**src/design/spcq_pkg.sv**
```systemverilog
// ---------------------------------------------------------------------------
// spcq_pkg: shared types and constants for the candidate queue
// Entry layout, command and status codes, cell actions, FSM states and
// the key ordering used by every cell.
// ---------------------------------------------------------------------------
package spcq_pkg;

    localparam int QUEUE_DEPTH = 64;
    localparam int IDX_W       = (QUEUE_DEPTH > 1) ? $clog2(QUEUE_DEPTH) : 1;
    localparam int CNT_W       = $clog2(QUEUE_DEPTH + 1);

    localparam int OP_W   = 2;
    localparam int ID_W   = 32;
    localparam int DIST_W = 32;
    localparam int ST_W   = 2;
    localparam int OCC_W  = 7;

    // find scan: match bits are looked at one chunk of lanes per cycle
    localparam int SCAN_LANES = 8;
    localparam int LANE_W     = $clog2(SCAN_LANES);
    localparam int NUM_CHUNKS = (QUEUE_DEPTH + SCAN_LANES - 1) / SCAN_LANES;
    localparam int CHUNK_W    = (NUM_CHUNKS > 1) ? $clog2(NUM_CHUNKS) : 1;
    localparam int PAD_DEPTH  = NUM_CHUNKS * SCAN_LANES;

    localparam logic VertexRouter  = 1'b0;
    localparam logic VertexNetwork = 1'b1;

    typedef enum logic [OP_W-1:0] {
        OP_PUSH  = 2'd0,
        OP_POP   = 2'd1,
        OP_FIND  = 2'd2,
        OP_CLEAR = 2'd3
    } spcq_op_t;

    typedef enum logic [ST_W-1:0] {
        ST_OK   = 2'd0,
        ST_MISS = 2'd1,
        ST_FULL = 2'd2
    } spcq_status_t;

    typedef struct packed {
        logic [ID_W-1:0]   id;
        logic [DIST_W-1:0] distance;
        logic              kind;
    } entry_t;

    typedef enum logic [1:0] {
        CELL_HOLD,
        CELL_LOAD_NEW,
        CELL_FROM_LEFT,
        CELL_FROM_RIGHT
    } cell_action_t;

    typedef struct packed {
        logic ahead;    // incoming key ranks strictly before this cell
        logic match;    // cell id equals the search key
    } cell_status_t;

    typedef struct packed {
        logic             done;
        logic             hit;
        logic [IDX_W-1:0] index;
    } find_status_t;

    typedef struct packed {
        logic [ST_W-1:0]   status;
        logic [ID_W-1:0]   result_id;
        logic [DIST_W-1:0] result_distance;
        logic              result_kind;
        logic [ID_W-1:0]   head_id;
        logic [DIST_W-1:0] head_distance;
        logic [OCC_W-1:0]  occupancy;
        logic              is_empty;
    } result_t;

    typedef enum logic [1:0] {
        S_IDLE,
        S_FIND_START,
        S_FIND_WAIT
    } spcq_state_t;

    typedef enum logic {
        F_IDLE,
        F_SCAN
    } find_state_t;

    // smaller distance first; on a tie a network entry goes first
    function automatic logic ranks_before(input logic [DIST_W-1:0] da, input logic ka,
                                          input logic [DIST_W-1:0] db, input logic kb);
        logic r;
        r = (da < db) || ((da == db) && (ka == VertexNetwork) && (kb == VertexRouter));
        return r;
    endfunction

    function automatic result_t make_result(input logic [ST_W-1:0] st, input entry_t found,
                                            input entry_t head, input logic [CNT_W-1:0] cnt);
        result_t r;
        r.status          = st;
        r.result_id       = found.id;
        r.result_distance = found.distance;
        r.result_kind     = found.kind;
        r.is_empty        = (cnt == '0);
        r.head_id         = r.is_empty ? '0 : head.id;
        r.head_distance   = r.is_empty ? '0 : head.distance;
        r.occupancy       = OCC_W'(cnt);
        return r;
    endfunction

endpackage

```
**src/design/spcq_cell.sv**
```systemverilog
// ---------------------------------------------------------------------------
// spcq_cell: one slot of the sorted chain
// Holds one entry, compares it with the incoming key and search id, and
// loads from the new entry or a neighbor as told.
// ---------------------------------------------------------------------------
module spcq_cell (
    input  logic                         clk,
    input  spcq_pkg::cell_action_t       action,
    input  spcq_pkg::entry_t             new_entry,
    input  spcq_pkg::entry_t             left_entry,
    input  spcq_pkg::entry_t             right_entry,
    input  logic [spcq_pkg::ID_W-1:0]    key,
    output spcq_pkg::entry_t             entry,
    output spcq_pkg::cell_status_t       status
);

    spcq_pkg::entry_t entry_reg;
    spcq_pkg::entry_t entry_next;

    always_comb
    begin
        case (action)
            spcq_pkg::CELL_HOLD:       entry_next = entry_reg;
            spcq_pkg::CELL_LOAD_NEW:   entry_next = new_entry;
            spcq_pkg::CELL_FROM_LEFT:  entry_next = left_entry;
            spcq_pkg::CELL_FROM_RIGHT: entry_next = right_entry;
            default:                   entry_next = entry_reg;
        endcase
    end

    always_ff @(posedge clk)
    begin
        entry_reg <= entry_next;
    end

    assign entry         = entry_reg;
    assign status.ahead  = spcq_pkg::ranks_before(new_entry.distance, new_entry.kind,
                                                  entry_reg.distance, entry_reg.kind);
    assign status.match  = (entry_reg.id == key);

endmodule

```
**config.mk**
```make
export PLATFORM = sky130hd
export DESIGN_NAME = spcq_cell
export DESIGN_NICKNAME = d
export VERILOG_FILES = /design/src/design/spcq_pkg.sv /design/src/design/spcq_cell.sv
export SDC_FILE = /design/constraint.sdc
export NUM_CORES = 1
export LEC_CHECK = 0
export ABC_AREA = 1
export BUFFER_PORTS_ARGS = -buffer_cell sky130_fd_sc_hd__buf_2
export CORE_AREA = 2 2 114 116
export DETAILED_ROUTE_END_ITERATION = 10
export DIE_AREA = 0 0 116 118
export GPL_TIMING_DRIVEN = 0
export PLACE_DENSITY = 0.73
export SYNTH_ARGS = -nofsm -noshare
export SYNTH_HDL_FRONTEND = slang
export SYNTH_SLANG_ARGS = --single-unit
```
**constraint.sdc**
```tcl
create_clock -name clk -period 1.7 [get_ports clk]
set_clock_uncertainty 0.1 [all_clocks]
set_input_delay 0.085 -clock clk [delete_from_list [all_inputs] [get_ports clk]]
set_output_delay 0.085 -clock clk [all_outputs]
set_load 0.1 [all_outputs]
```
==> results.py <==
metrics = {
    "status": {
        "status": "finished with violations",
        "violations": "negative setup slack",
    },
    "grt": {
        "grt_max_degree": 66,
        "grt_pass1_wl_mm": 26.7,
        "overflow": 0,
        "grt_pass1_vias": 5722,
        "track_usage_pct": 25.2,
        "antenna_found_initial": 0,
    },
    "synthesis": {
        "synth_edf_count": 65,
        "syn_area_sq_um": 4490,
        "synth_area_leaders": "edfxtp_1 (43%), nand3_1 (14%), nand2_1 (14%), ha_1 (8.9%), xnor2_1 (5.1%)",
        "yosys.area.top_type_share_pct": 43.5,
        "synth-seq-cells": 65,
        "async_flop_share_pct": 0,
        "avgSynthCellArea_sq_um": 8.15,
        "synth_seq_area_share_pct": 43.5,
        "synth_fp_nets": 813,
        "synth_cells": 551,
        "synth_top_area_cell": "edfxtp_1",
        "synth_cell_types": 24,
        "synthFlopType": "edfxtp_1",
        "yosys_warnings": 0,
    },
    "routing": {
        "drtPass1Iterations": 5,
        "via_per_inst": 4.90,
        "drc_errors": 0,
        "dr_total_vias": 5738,
        "wl_per_cell_um": 15.5,
        "ant_nets": 0,
        "drt_iter0_markers": 338,
        "wirelength_mm": 18.1,
    },
    "floorplanning": {
        "ioPinCount": 297,
        "die_h_um": 118,
        "rows": 41,
        "dieArea_sq_um": 13700,
        "fp.dieW_um": 116,
        "core_area_sq_um": 12400,
        "start_util_pct": 36.2,
    },
    "finish": {
        "fin_util_pct": 64.4,
        "layout-drive-gt1-share_pct": 37.2,
        "largest_reg_flops": 65,
        "nFillCells": 1026,
        "fin_area_sq_um": 8000,
        "area_growth_pct": 78.3,
        "final_nets": 1258,
        "multi_input_area_sq_um": 2400,
        "diodes": 0,
        "ff_latch_area_sq_um": 1950,
    },
    "pwr": {
        "max-vdd-ir-drop_uv": 427,
        "finalPower_mw": 6.95,
        "p_leak_nw": 3.97,
        "cellPowerDensity_nw_per_um2": 869,
    },
    "clocking": {
        "htreeDepth": 3,
        "cts.sinks": 65,
        "root_buffer": "clkbuf_16",
        "cts-buffers-inserted": 9,
        "clk_pin_slew_worst_paths_ns": 0.05,
        "cts_tree": "built",
        "max-clock-path-buffers": 2,
    },
    "critical_path": {
        "crit_required_ns": 1.51,
        "cpLargestDelayFamily": "compound AO/OA/AOI/OAI gates",
        "cp_max_fo": 2,
        "arrival_ns": 1.88,
        "worstSetupStartpointType": "register",
        "path_cells": "inv_1 > ha_4 > a21oi_1 > o21a_1 > nand2_1 > a21oi_2 > nand2_2 > nand2_4 > buf_12",
        "cp_slowest_cell": "edfxtp_1",
        "worst-setup-path-type": "reg -> out",
        "critPathBufInv": 2,
        "cpPeakStageDelay_ns": 0.38,
        "worst_setup_path_end_kind": "output pin",
    },
    "timing": {
        "max_freq_mhz": 483,
        "tns_ns": -0.548,
        "period_share_pct": 122,
        "fin_ws_ns": -0.370,
        "setup_viol": 2,
        "rsz0062_at_grt": "true",
        "slew_headroom_pct": 35.3,
        "hold_viol_final": 0,
        "slew_violations": 0,
        "tightest_slew_ns": 0.970,
        "min_period_ns": 2.07,
    },
    "worst_hold_path": {
        "holdCritStartpoint": "new_entry[23]",
        "min_to": "entry[23]",
        "hold_depth": 3,
        "hold_class": "in -> reg",
    },
    "run": {
        "maxCapViolations": 0,
    },
    "place": {
        "postPlaceCellArea_sq_um": 6200,
        "gp_congestion": 0.883,
        "pre_cts_slack_ns": -0.354,
        "numPortBuffers": 295,
        "dp_hpwl_mm": 12.4,
    },
}
metal layers:
layer / wire [um] / track usage, %
met2: 9280 / 45.3
met1: 6690 / 27.2
met4: 725 / 12.2
met3: 1450 / 5.97
met5: 0 / 0
worst max-delay path by stage:
stage,start,slack [ns],cells past startpoint,endpoint
final,entry[24],-0.37,9,status[1]
after global routing,entry[23],-0.50,9,status[1]
after CTS,entry[23],-0.42,9,status[1]
after detailed placement,entry[24],-0.35,9,status[1]
after global placement,entry[32],-0.34,9,status[1]
after floorplan,entry[20],-0.62,8,status[1]
power by group:
part	switching (mW)	internal (mW)	total, mW
Combinational	2.19	0.996	3.19
Clock	0.670	0.955	1.63
Sequential	0.132	2.00	2.14
Total	3.00	3.96	6.95
synth_stat cells (2+ instances only):
cell type  instances
nand2_1          168
xnor2_1           26
a21oi_1           14
o211ai_1           3
inv_1             45
o21a_1             2
clkbuf_1          12
o2111ai_1          3
nor2_1            18
a21o_1             2
ha_1              32
o21ai_0            3
buf_2              9
xor2_1             2
edfxtp_1          65
nand3_1          129
buf_4              6
nand4_1            6
per-stage QoR:
step	cells	hold slack [ns]
after global placement	1018	0.263
after floorplan	551	0.175
after CTS	1162	0.00128
after detailed placement	1018	0.264
after global routing	1170	0.00620
final	1170	0.0117
layout make-up:
| class | count | share of cell area (%) |
|---|---|---|
| Timing Repair Buffer | 434 | 35.8 |
| Buffer | 28 | 1.83 |
| Inverter | 46 | 2.19 |
| Sequential cell | 65 | 24.4 |
| Multi-Input combinational cell | 412 | 30.0 |
| Clock inverter | 2 | 0.109 |
| Clock buffer | 11 | 2.91 |
| Tap cell | 172 | 2.69 |
timing repair:
item | in CTS | in global routing
hold endpoints to repair | 65 | 0
resized for setup | 23 | 22
buffers inserted | 4 | 8
hold buffers | 127 | 0
pin swaps | 11 | 18
setup endpoints to repair | 2 | 2
kinds of logic after synthesis:
kind of cell | synth area share (%)
and+or+nand+nor | 31.3
buffers and inverters | 7.16
DFF | 43.5
adders and majority gates | 8.92
xor gates and xnor gates | 5.46
AOI/OAI and AO/OA | 3.65
cells in the final DEF (no fill, tap or decap), drive strengths merged:
cell / instances
a21o: 2
a21oi: 14
buf: 323
clkbuf: 23
clkinv: 2
dlygate4sd3: 127
edfxtp: 65
ha: 32
inv: 46
nand2: 168
nand3: 129
nand4: 6
nor2: 19
nor3: 1
nor4: 1
o2111ai: 3
o211ai: 3
o21a: 2
o21ai: 3
or2: 1
xnor2: 26
xor2: 2
Note: power is estimated with default switching activity, not from simulation.
