`src/design/spcq_pkg.sv`:
```
// ---------------------------------------------------------------------------
// spcq_pkg: shared types and constants for the candidate queue
// Entry layout, command and status codes, cell actions, FSM states and
// the key ordering used by every cell.
// ---------------------------------------------------------------------------
package spcq_pkg;

    localparam int QUEUE_DEPTH = 64;
    localparam int IDX_W       = (QUEUE_DEPTH > 1) ? $clog2(QUEUE_DEPTH) : 1;
    localparam int CNT_W       = $clog2(QUEUE_DEPTH + 1);

    localparam int OP_W   = 2;
    localparam int ID_W   = 32;
    localparam int DIST_W = 32;
    localparam int ST_W   = 2;
    localparam int OCC_W  = 7;

    // find scan: match bits are looked at one chunk of lanes per cycle
    localparam int SCAN_LANES = 8;
    localparam int LANE_W     = $clog2(SCAN_LANES);
    localparam int NUM_CHUNKS = (QUEUE_DEPTH + SCAN_LANES - 1) / SCAN_LANES;
    localparam int CHUNK_W    = (NUM_CHUNKS > 1) ? $clog2(NUM_CHUNKS) : 1;
    localparam int PAD_DEPTH  = NUM_CHUNKS * SCAN_LANES;

    localparam logic VertexRouter  = 1'b0;
    localparam logic VertexNetwork = 1'b1;

    typedef enum logic [OP_W-1:0] {
        OP_PUSH  = 2'd0,
        OP_POP   = 2'd1,
        OP_FIND  = 2'd2,
        OP_CLEAR = 2'd3
    } spcq_op_t;

    typedef enum logic [ST_W-1:0] {
        ST_OK   = 2'd0,
        ST_MISS = 2'd1,
        ST_FULL = 2'd2
    } spcq_status_t;

    typedef struct packed {
        logic [ID_W-1:0]   id;
        logic [DIST_W-1:0] distance;
        logic              kind;
    } entry_t;

    typedef enum logic [1:0] {
        CELL_HOLD,
        CELL_LOAD_NEW,
        CELL_FROM_LEFT,
        CELL_FROM_RIGHT
    } cell_action_t;

    typedef struct packed {
        logic ahead;    // incoming key ranks strictly before this cell
        logic match;    // cell id equals the search key
    } cell_status_t;

    typedef struct packed {
        logic             done;
        logic             hit;
        logic [IDX_W-1:0] index;
    } find_status_t;

    typedef struct packed {
        logic [ST_W-1:0]   status;
        logic [ID_W-1:0]   result_id;
        logic [DIST_W-1:0] result_distance;
        logic              result_kind;
        logic [ID_W-1:0]   head_id;
        logic [DIST_W-1:0] head_distance;
        logic [OCC_W-1:0]  occupancy;
        logic              is_empty;
    } result_t;

    typedef enum logic [1:0] {
        S_IDLE,
        S_FIND_START,
        S_FIND_WAIT
    } spcq_state_t;

    typedef enum logic {
        F_IDLE,
        F_SCAN
    } find_state_t;

    // smaller distance first; on a tie a network entry goes first
    function automatic logic ranks_before(input logic [DIST_W-1:0] da, input logic ka,
                                          input logic [DIST_W-1:0] db, input logic kb);
        logic r;
        r = (da < db) || ((da == db) && (ka == VertexNetwork) && (kb == VertexRouter));
        return r;
    endfunction

    function automatic result_t make_result(input logic [ST_W-1:0] st, input entry_t found,
                                            input entry_t head, input logic [CNT_W-1:0] cnt);
        result_t r;
        r.status          = st;
        r.result_id       = found.id;
        r.result_distance = found.distance;
        r.result_kind     = found.kind;
        r.is_empty        = (cnt == '0);
        r.head_id         = r.is_empty ? '0 : head.id;
        r.head_distance   = r.is_empty ? '0 : head.distance;
        r.occupancy       = OCC_W'(cnt);
        return r;
    endfunction

endpackage

```
`src/design/spcq_find.sv`:
```
// ---------------------------------------------------------------------------
// spcq_find: first-match scanner
// Captures the match bits of the chain and walks them one chunk of lanes
// per cycle, reporting the match nearest the head.
// ---------------------------------------------------------------------------
module spcq_find (
    input  logic                              clk,
    input  logic                              rst_n,
    input  logic                              start,
    input  logic [spcq_pkg::QUEUE_DEPTH-1:0]  match,
    output spcq_pkg::find_status_t            status
);

    localparam int FULL_W = spcq_pkg::CHUNK_W + spcq_pkg::LANE_W;

    spcq_pkg::find_state_t                state_reg;
    spcq_pkg::find_state_t                state_next;
    logic [spcq_pkg::PAD_DEPTH-1:0]       match_reg;
    logic [spcq_pkg::PAD_DEPTH-1:0]       match_next;
    logic [spcq_pkg::CHUNK_W-1:0]         chunk_reg;
    logic [spcq_pkg::CHUNK_W-1:0]         chunk_next;

    logic [spcq_pkg::SCAN_LANES-1:0]      lane_bits;
    logic [spcq_pkg::LANE_W-1:0]          lane_idx;
    logic                                 lane_hit;
    logic                                 last_chunk;
    logic [FULL_W-1:0]                    full_idx;

    assign lane_bits  = match_reg[{chunk_reg, spcq_pkg::LANE_W'(0)} +: spcq_pkg::SCAN_LANES];
    assign last_chunk = (chunk_reg == spcq_pkg::CHUNK_W'(spcq_pkg::NUM_CHUNKS - 1));

    // lowest set lane wins
    always_comb
    begin
        lane_idx = '0;
        lane_hit = 1'b0;
        for (int i = spcq_pkg::SCAN_LANES - 1; i >= 0; i--)
        begin
            if (lane_bits[i])
            begin
                lane_idx = spcq_pkg::LANE_W'(i);
                lane_hit = 1'b1;
            end
        end
    end

    assign full_idx = {chunk_reg, lane_idx};

    // next state
    always_comb
    begin
        case (state_reg)
            spcq_pkg::F_IDLE: state_next = start ? spcq_pkg::F_SCAN : spcq_pkg::F_IDLE;
            spcq_pkg::F_SCAN: state_next = (lane_hit || last_chunk) ? spcq_pkg::F_IDLE
                                                                   : spcq_pkg::F_SCAN;
            default:          state_next = spcq_pkg::F_IDLE;
        endcase
    end

    // outputs and datapath
    always_comb
    begin
        status.done = 1'b0;
        status.hit  = lane_hit;
        status.index = full_idx[spcq_pkg::IDX_W-1:0];
        match_next  = match_reg;
        chunk_next  = chunk_reg;
        case (state_reg)
            spcq_pkg::F_IDLE:
            begin
                if (start)
                begin
                    match_next = spcq_pkg::PAD_DEPTH'(match);
                    chunk_next = '0;
                end
            end
            spcq_pkg::F_SCAN:
            begin
                status.done = lane_hit || last_chunk;
                if (!(lane_hit || last_chunk))
                begin
                    chunk_next = chunk_reg + spcq_pkg::CHUNK_W'(1);
                end
            end
            default:
            begin
                status.done = 1'b0;
            end
        endcase
    end

    always_ff @(posedge clk or negedge rst_n)
    begin
        if (!rst_n)
        begin
            state_reg <= spcq_pkg::F_IDLE;
            chunk_reg <= '0;
        end
        else
        begin
            state_reg <= state_next;
            chunk_reg <= chunk_next;
        end
    end

    always_ff @(posedge clk)
    begin
        match_reg <= match_next;
    end

endmodule

```
`config.mk`:
```
export PLATFORM = sky130hd
export DESIGN_NAME = spcq_find
export DESIGN_NICKNAME = d
export VERILOG_FILES = /design/src/design/spcq_pkg.sv /design/src/design/spcq_find.sv
export SDC_FILE = /design/constraint.sdc
export NUM_CORES = 1
export LEC_CHECK = 0
export BUFFER_PORTS_ARGS = -buffer_cell sky130_fd_sc_hd__buf_2
export CAP_MARGIN = 20
export CORE_ASPECT_RATIO = 0.8
export CORE_MARGIN = 1
export CORE_UTILIZATION = 40
export DETAILED_ROUTE_END_ITERATION = 7
export HOLD_SLACK_MARGIN = 0.1
export PLACE_DENSITY_LB_ADDON = 0.12
export SLEW_MARGIN = 15
export SYNTH_ARGS = -nofsm -noshare
export SYNTH_HDL_FRONTEND = slang
export SYNTH_SLANG_ARGS = --single-unit
```
`constraint.sdc`:
```
create_clock -name clk -period 4 [get_ports clk]
set_clock_uncertainty 0.15 [all_clocks]
set_input_delay 0 -clock clk [delete_from_list [all_inputs] [get_ports clk]]
set_output_delay 0 -clock clk [all_outputs]
set_load 0.03 [all_outputs]
```
==> Implementation_results.wiki <==
{| class="wikitable"
! Metric !! Value
|-
| Pre-CTS setup slack || 1.06 ns
|-
| Max stage delay cell, worst path || dfrtp_1
|-
| Total gr overflow || 0
|-
| Slew at the pin closest to its max-slew limit || slightly below 1 ns
|-
| Asr flop ratio synth || 0.0588
|-
| Count of flip-flops with a built-in enable after synthesis || 64
|-
| Area of the mapped netlist || 2950 um^2
|-
| Max-cap check violation count || 0
|-
| DR DRC count || 4
|-
| WP data required || 3.85 ns
|-
| Synthesized instance count || 176
|-
| Starting density of the core || 0.421
|-
| # nets final || between 300 and 400
|-
| Leakage power figure || 1.61 nW
|-
| Number of iterations in the first detailed-routing pass || 6
|-
| Net count after synthesis || 245
|-
| Power per standard cell area || roughly 350 nW/um^2
|-
| Top layer in use || met4
|-
| Port buffer count || between 70 and 80
|-
| Floorplan Core Area || 6990 um^2
|-
| Count of H-tree levels built during CTS || 3
|-
| Data arrival time of the critical path || 3.11 ns
|-
| Non-filler cells, final || between 400 and 500
|-
| Amount of wire on met2 after detailed routing || between 2 and 3 mm
|-
| Classification of the worst setup path || register to primary output
|-
| Setup repair after global routing missed its margin || no
|-
| Worst setup startpoint || chunk_reg[2]
|-
| Reg power frac || 0.567
|-
| Post-route clock period utilization || 0.815
|-
| Worst flop-to-flop path endpoint || chunk_reg[0]
|-
| Vias per inst || 4.79
|-
| DR vias || between 1,500 and 2,000
|-
| Flip-flop count of the largest register, all copies and words added || between 60 and 70
|-
| Y dimension of the die || roughly 79 um
|-
| Wire length the detailed router placed on met1 || about 2.8 mm
|-
| Layout filler cell count || about 540
|-
| Max-slew violation total from the final report || 0
|-
| Maximum buffer depth of the clock tree || 2
|-
| Largest incremental delay on the critical path || around 0.98 ns
|-
| DP Area || between 3000 and 4000 um^2
|-
| Number of distinct library cells after synthesis || 40
|-
| Library cell used as clock root buffer || clkbuf_8
|-
| Crit path cell chain || buf_4 > mux2_1 > nor3b_1 > a2111o_1 > o21ai_1 > or2_4 > o21a_1 > buf_2
|-
| Critical path destination || status[7]
|-
| Leading post-synthesis cells by cell area || edfxtp_1 (65%), mux2i_1 (6.5%), dfrtp_1 (3.4%)
|-
| Largest net degree at the start of global routing || between 40 and 50
|-
| Total global-route track usage || 0.167
|-
| Status || finished, violations left
|-
| F_max || a little over 300 MHz
|-
| Setup Viol. Count Final || 0
|-
| Ranking of synthesized cells by instance count || edfxtp_1 (64), mux2i_1 (19), nand2_1 (8)
|-
| Signed area change from the synthesized netlist to the final layout || 44.0%
|-
| Worst hold-check slack || 0.219 ns
|-
| Final instance area || about 4200 um^2
|-
| First-pass GRT wire length || approximately 9.7 mm
|-
| CTS sink count || 68
|-
| Hold violation total from the final report || 0
|-
| #FFs+latches synth || between 60 and 70
|-
| CTS tree || built
|-
| Most area-hungry cell type in the Yosys netlist || edfxtp_1
|-
| Avg Inst Size Synth || 16.7 um^2
|-
| Clock Power Share || 0.333
|-
| Clock transition at the registers of the reported paths || approximately 0.070 ns
|-
| Total routed wirelength || a little over 6 mm
|-
| Kind of capture point of the worst setup path || primary output
|-
| Yosys warns || 0
|-
| Number of violations reported at the end of detailed-routing iteration 0 || slightly above 100
|-
| Worst min-delay path category || primary input to register
|-
| Max_slew headroom || 0.356
|-
| Proportion of netlist area held by the largest area contributor || 0.652
|-
| Site row count || 27
|-
| Critical path startpoint category || register
|-
| Clock insertion delay at the later pin of the skew report || about 0.33 ns
|-
| Share of synthesized area occupied by flip-flops and latches || 0.686
|-
| NetSw || approximately 0.30 mW
|-
| Number of antenna violations at the first check in global routing || 0
|-
| Total negative slack || 0 ns
|-
| Predominant post-synthesis flop cell || edfxtp_1
|-
| Share of total power consumed by net switching || 0.206
|-
| Cell-internal power || 1.17 mW
|-
| Last weighted congestion value of the routability-driven placer || 0.703
|-
| Final worst-path setup slack || ~0.74 ns
|-
| Vias in the first global route || 2,073
|-
| DRT antenna net count || 0
|-
| Share of final-layout standard cells stronger than drive strength 1 || 0.313
|-
| Final worst path period need || around 3.3 ns
|-
| Die Footprint || 7720 um^2
|-
| Most frequent cell after synthesis || edfxtp_1
|-
| Count of placed standard cells including taps || 333
|-
| Worst reg-to-reg setup slack || between 1 and 1.5 ns
|-
| Die W || 98.0 um
|-
| Io pins || between 70 and 80
|-
| Worst-case vdd ir drop || ~0.00019 V
|-
| CTS buffer count || 9
|-
| Violated checks || DRC
|-
| Length in cells of the worst reg-to-reg path || 7
|-
| Wire per inst || between 10 and 15 um
|-
| Combinational cell fraction of total power || 0.101
|-
| Detailed route wirelength on metal3 || approximately 230 um
|-
| Worst-path fanout max || 21
|-
| Startpoint of the worst register-to-register path || chunk_reg[2]
|-
| HPWL after detailed placement || between 3 and 4 mm
|-
| Diode insertion count for antenna repair || 0
|}
==> how the worst min path moves through the flow <==
stage | start | to | slack (ns) | depth (start not counted)
after CTS | match[53] | match_reg[53] | 0.20 | 2
after floorplan | rst_n | chunk_reg[0] | -0.45 | 0
after global routing | match[21] | match_reg[21] | 0.21 | 2
after global placement | rst_n | state_reg | -0.34 | 1
after detailed placement | rst_n | state_reg | -0.33 | 1
final | match[20] | match_reg[20] | 0.22 | 2
==> repair_timing <==
item,4_1_cts,5_1_grt
endpoints found under the hold margin,72,0
hold buffers,67,0
buffers inserted,0,0
gates resized for setup,0,0
==> per-stage QoR <==
stage	util	total power, mW
floorplan	-	0.898
global placement	0.486	0.947
detailed placement	0.486	0.949
CTS	0.607	1.49
global route	0.607	1.53
finish	0.607	1.47
==> power groups by stage <==
stage,logic (mW),registers (mW),clock network (mW)
after floorplan,0.0501,0.847,0
after detailed placement,0.0983,0.850,0
after global placement,0.0969,0.850,0
after global routing,0.161,0.837,0.536
after CTS,0.148,0.835,0.507
final,0.148,0.834,0.490
==> area by class of cell <==
type | instances | area [um^2] | area share
clock inverter | 2 | 10.0 | 0.00236
tap | 87 | 109 | 0.0257
sequential | 68 | 2020 | 0.477
inverter | 5 | 18.8 | 0.00442
multi-input combinational | 96 | 857 | 0.202
clock buffer | 14 | 163 | 0.0383
timing repair buffer | 144 | 1060 | 0.251
==> layer usage <==
layer,up-vias,track usage
met2,50,0.278
met3,8,0.0449
met5,-,0
met1,943,0.213
met4,0,0.0545
li1,990,-
==> cells in the final DEF, fill, tap and decap left out, types with 5 or more instances in the layout <==
cell type      count
mux2_1             7
nand2_1            8
nor2_1             6
buf_2             74
edfxtp_1          64
nand3_1            5
dlygate4sd3_1     67
clkbuf_8          11
mux2i_1           19
==> worst max-delay path, delay by kind of cell (launching register included) <==
family,cells,cell delay (ns)
DFF,1,0.98
and+or+nand+nor,2,0.53
buffers and inverters,2,0.47
AOI/OAI and AO/OA,3,0.45
muxes,1,0.35
==> cell families after synthesis <==
logic type,count (synthesis),synth area share
simple gates,38,0.0743
mux,34,0.151
buf+inv,12,0.0229
compound gates,22,0.0569
flops,68,0.686
fa+ha+maj,2,0.00849
(Power assumes the default switching activity.)
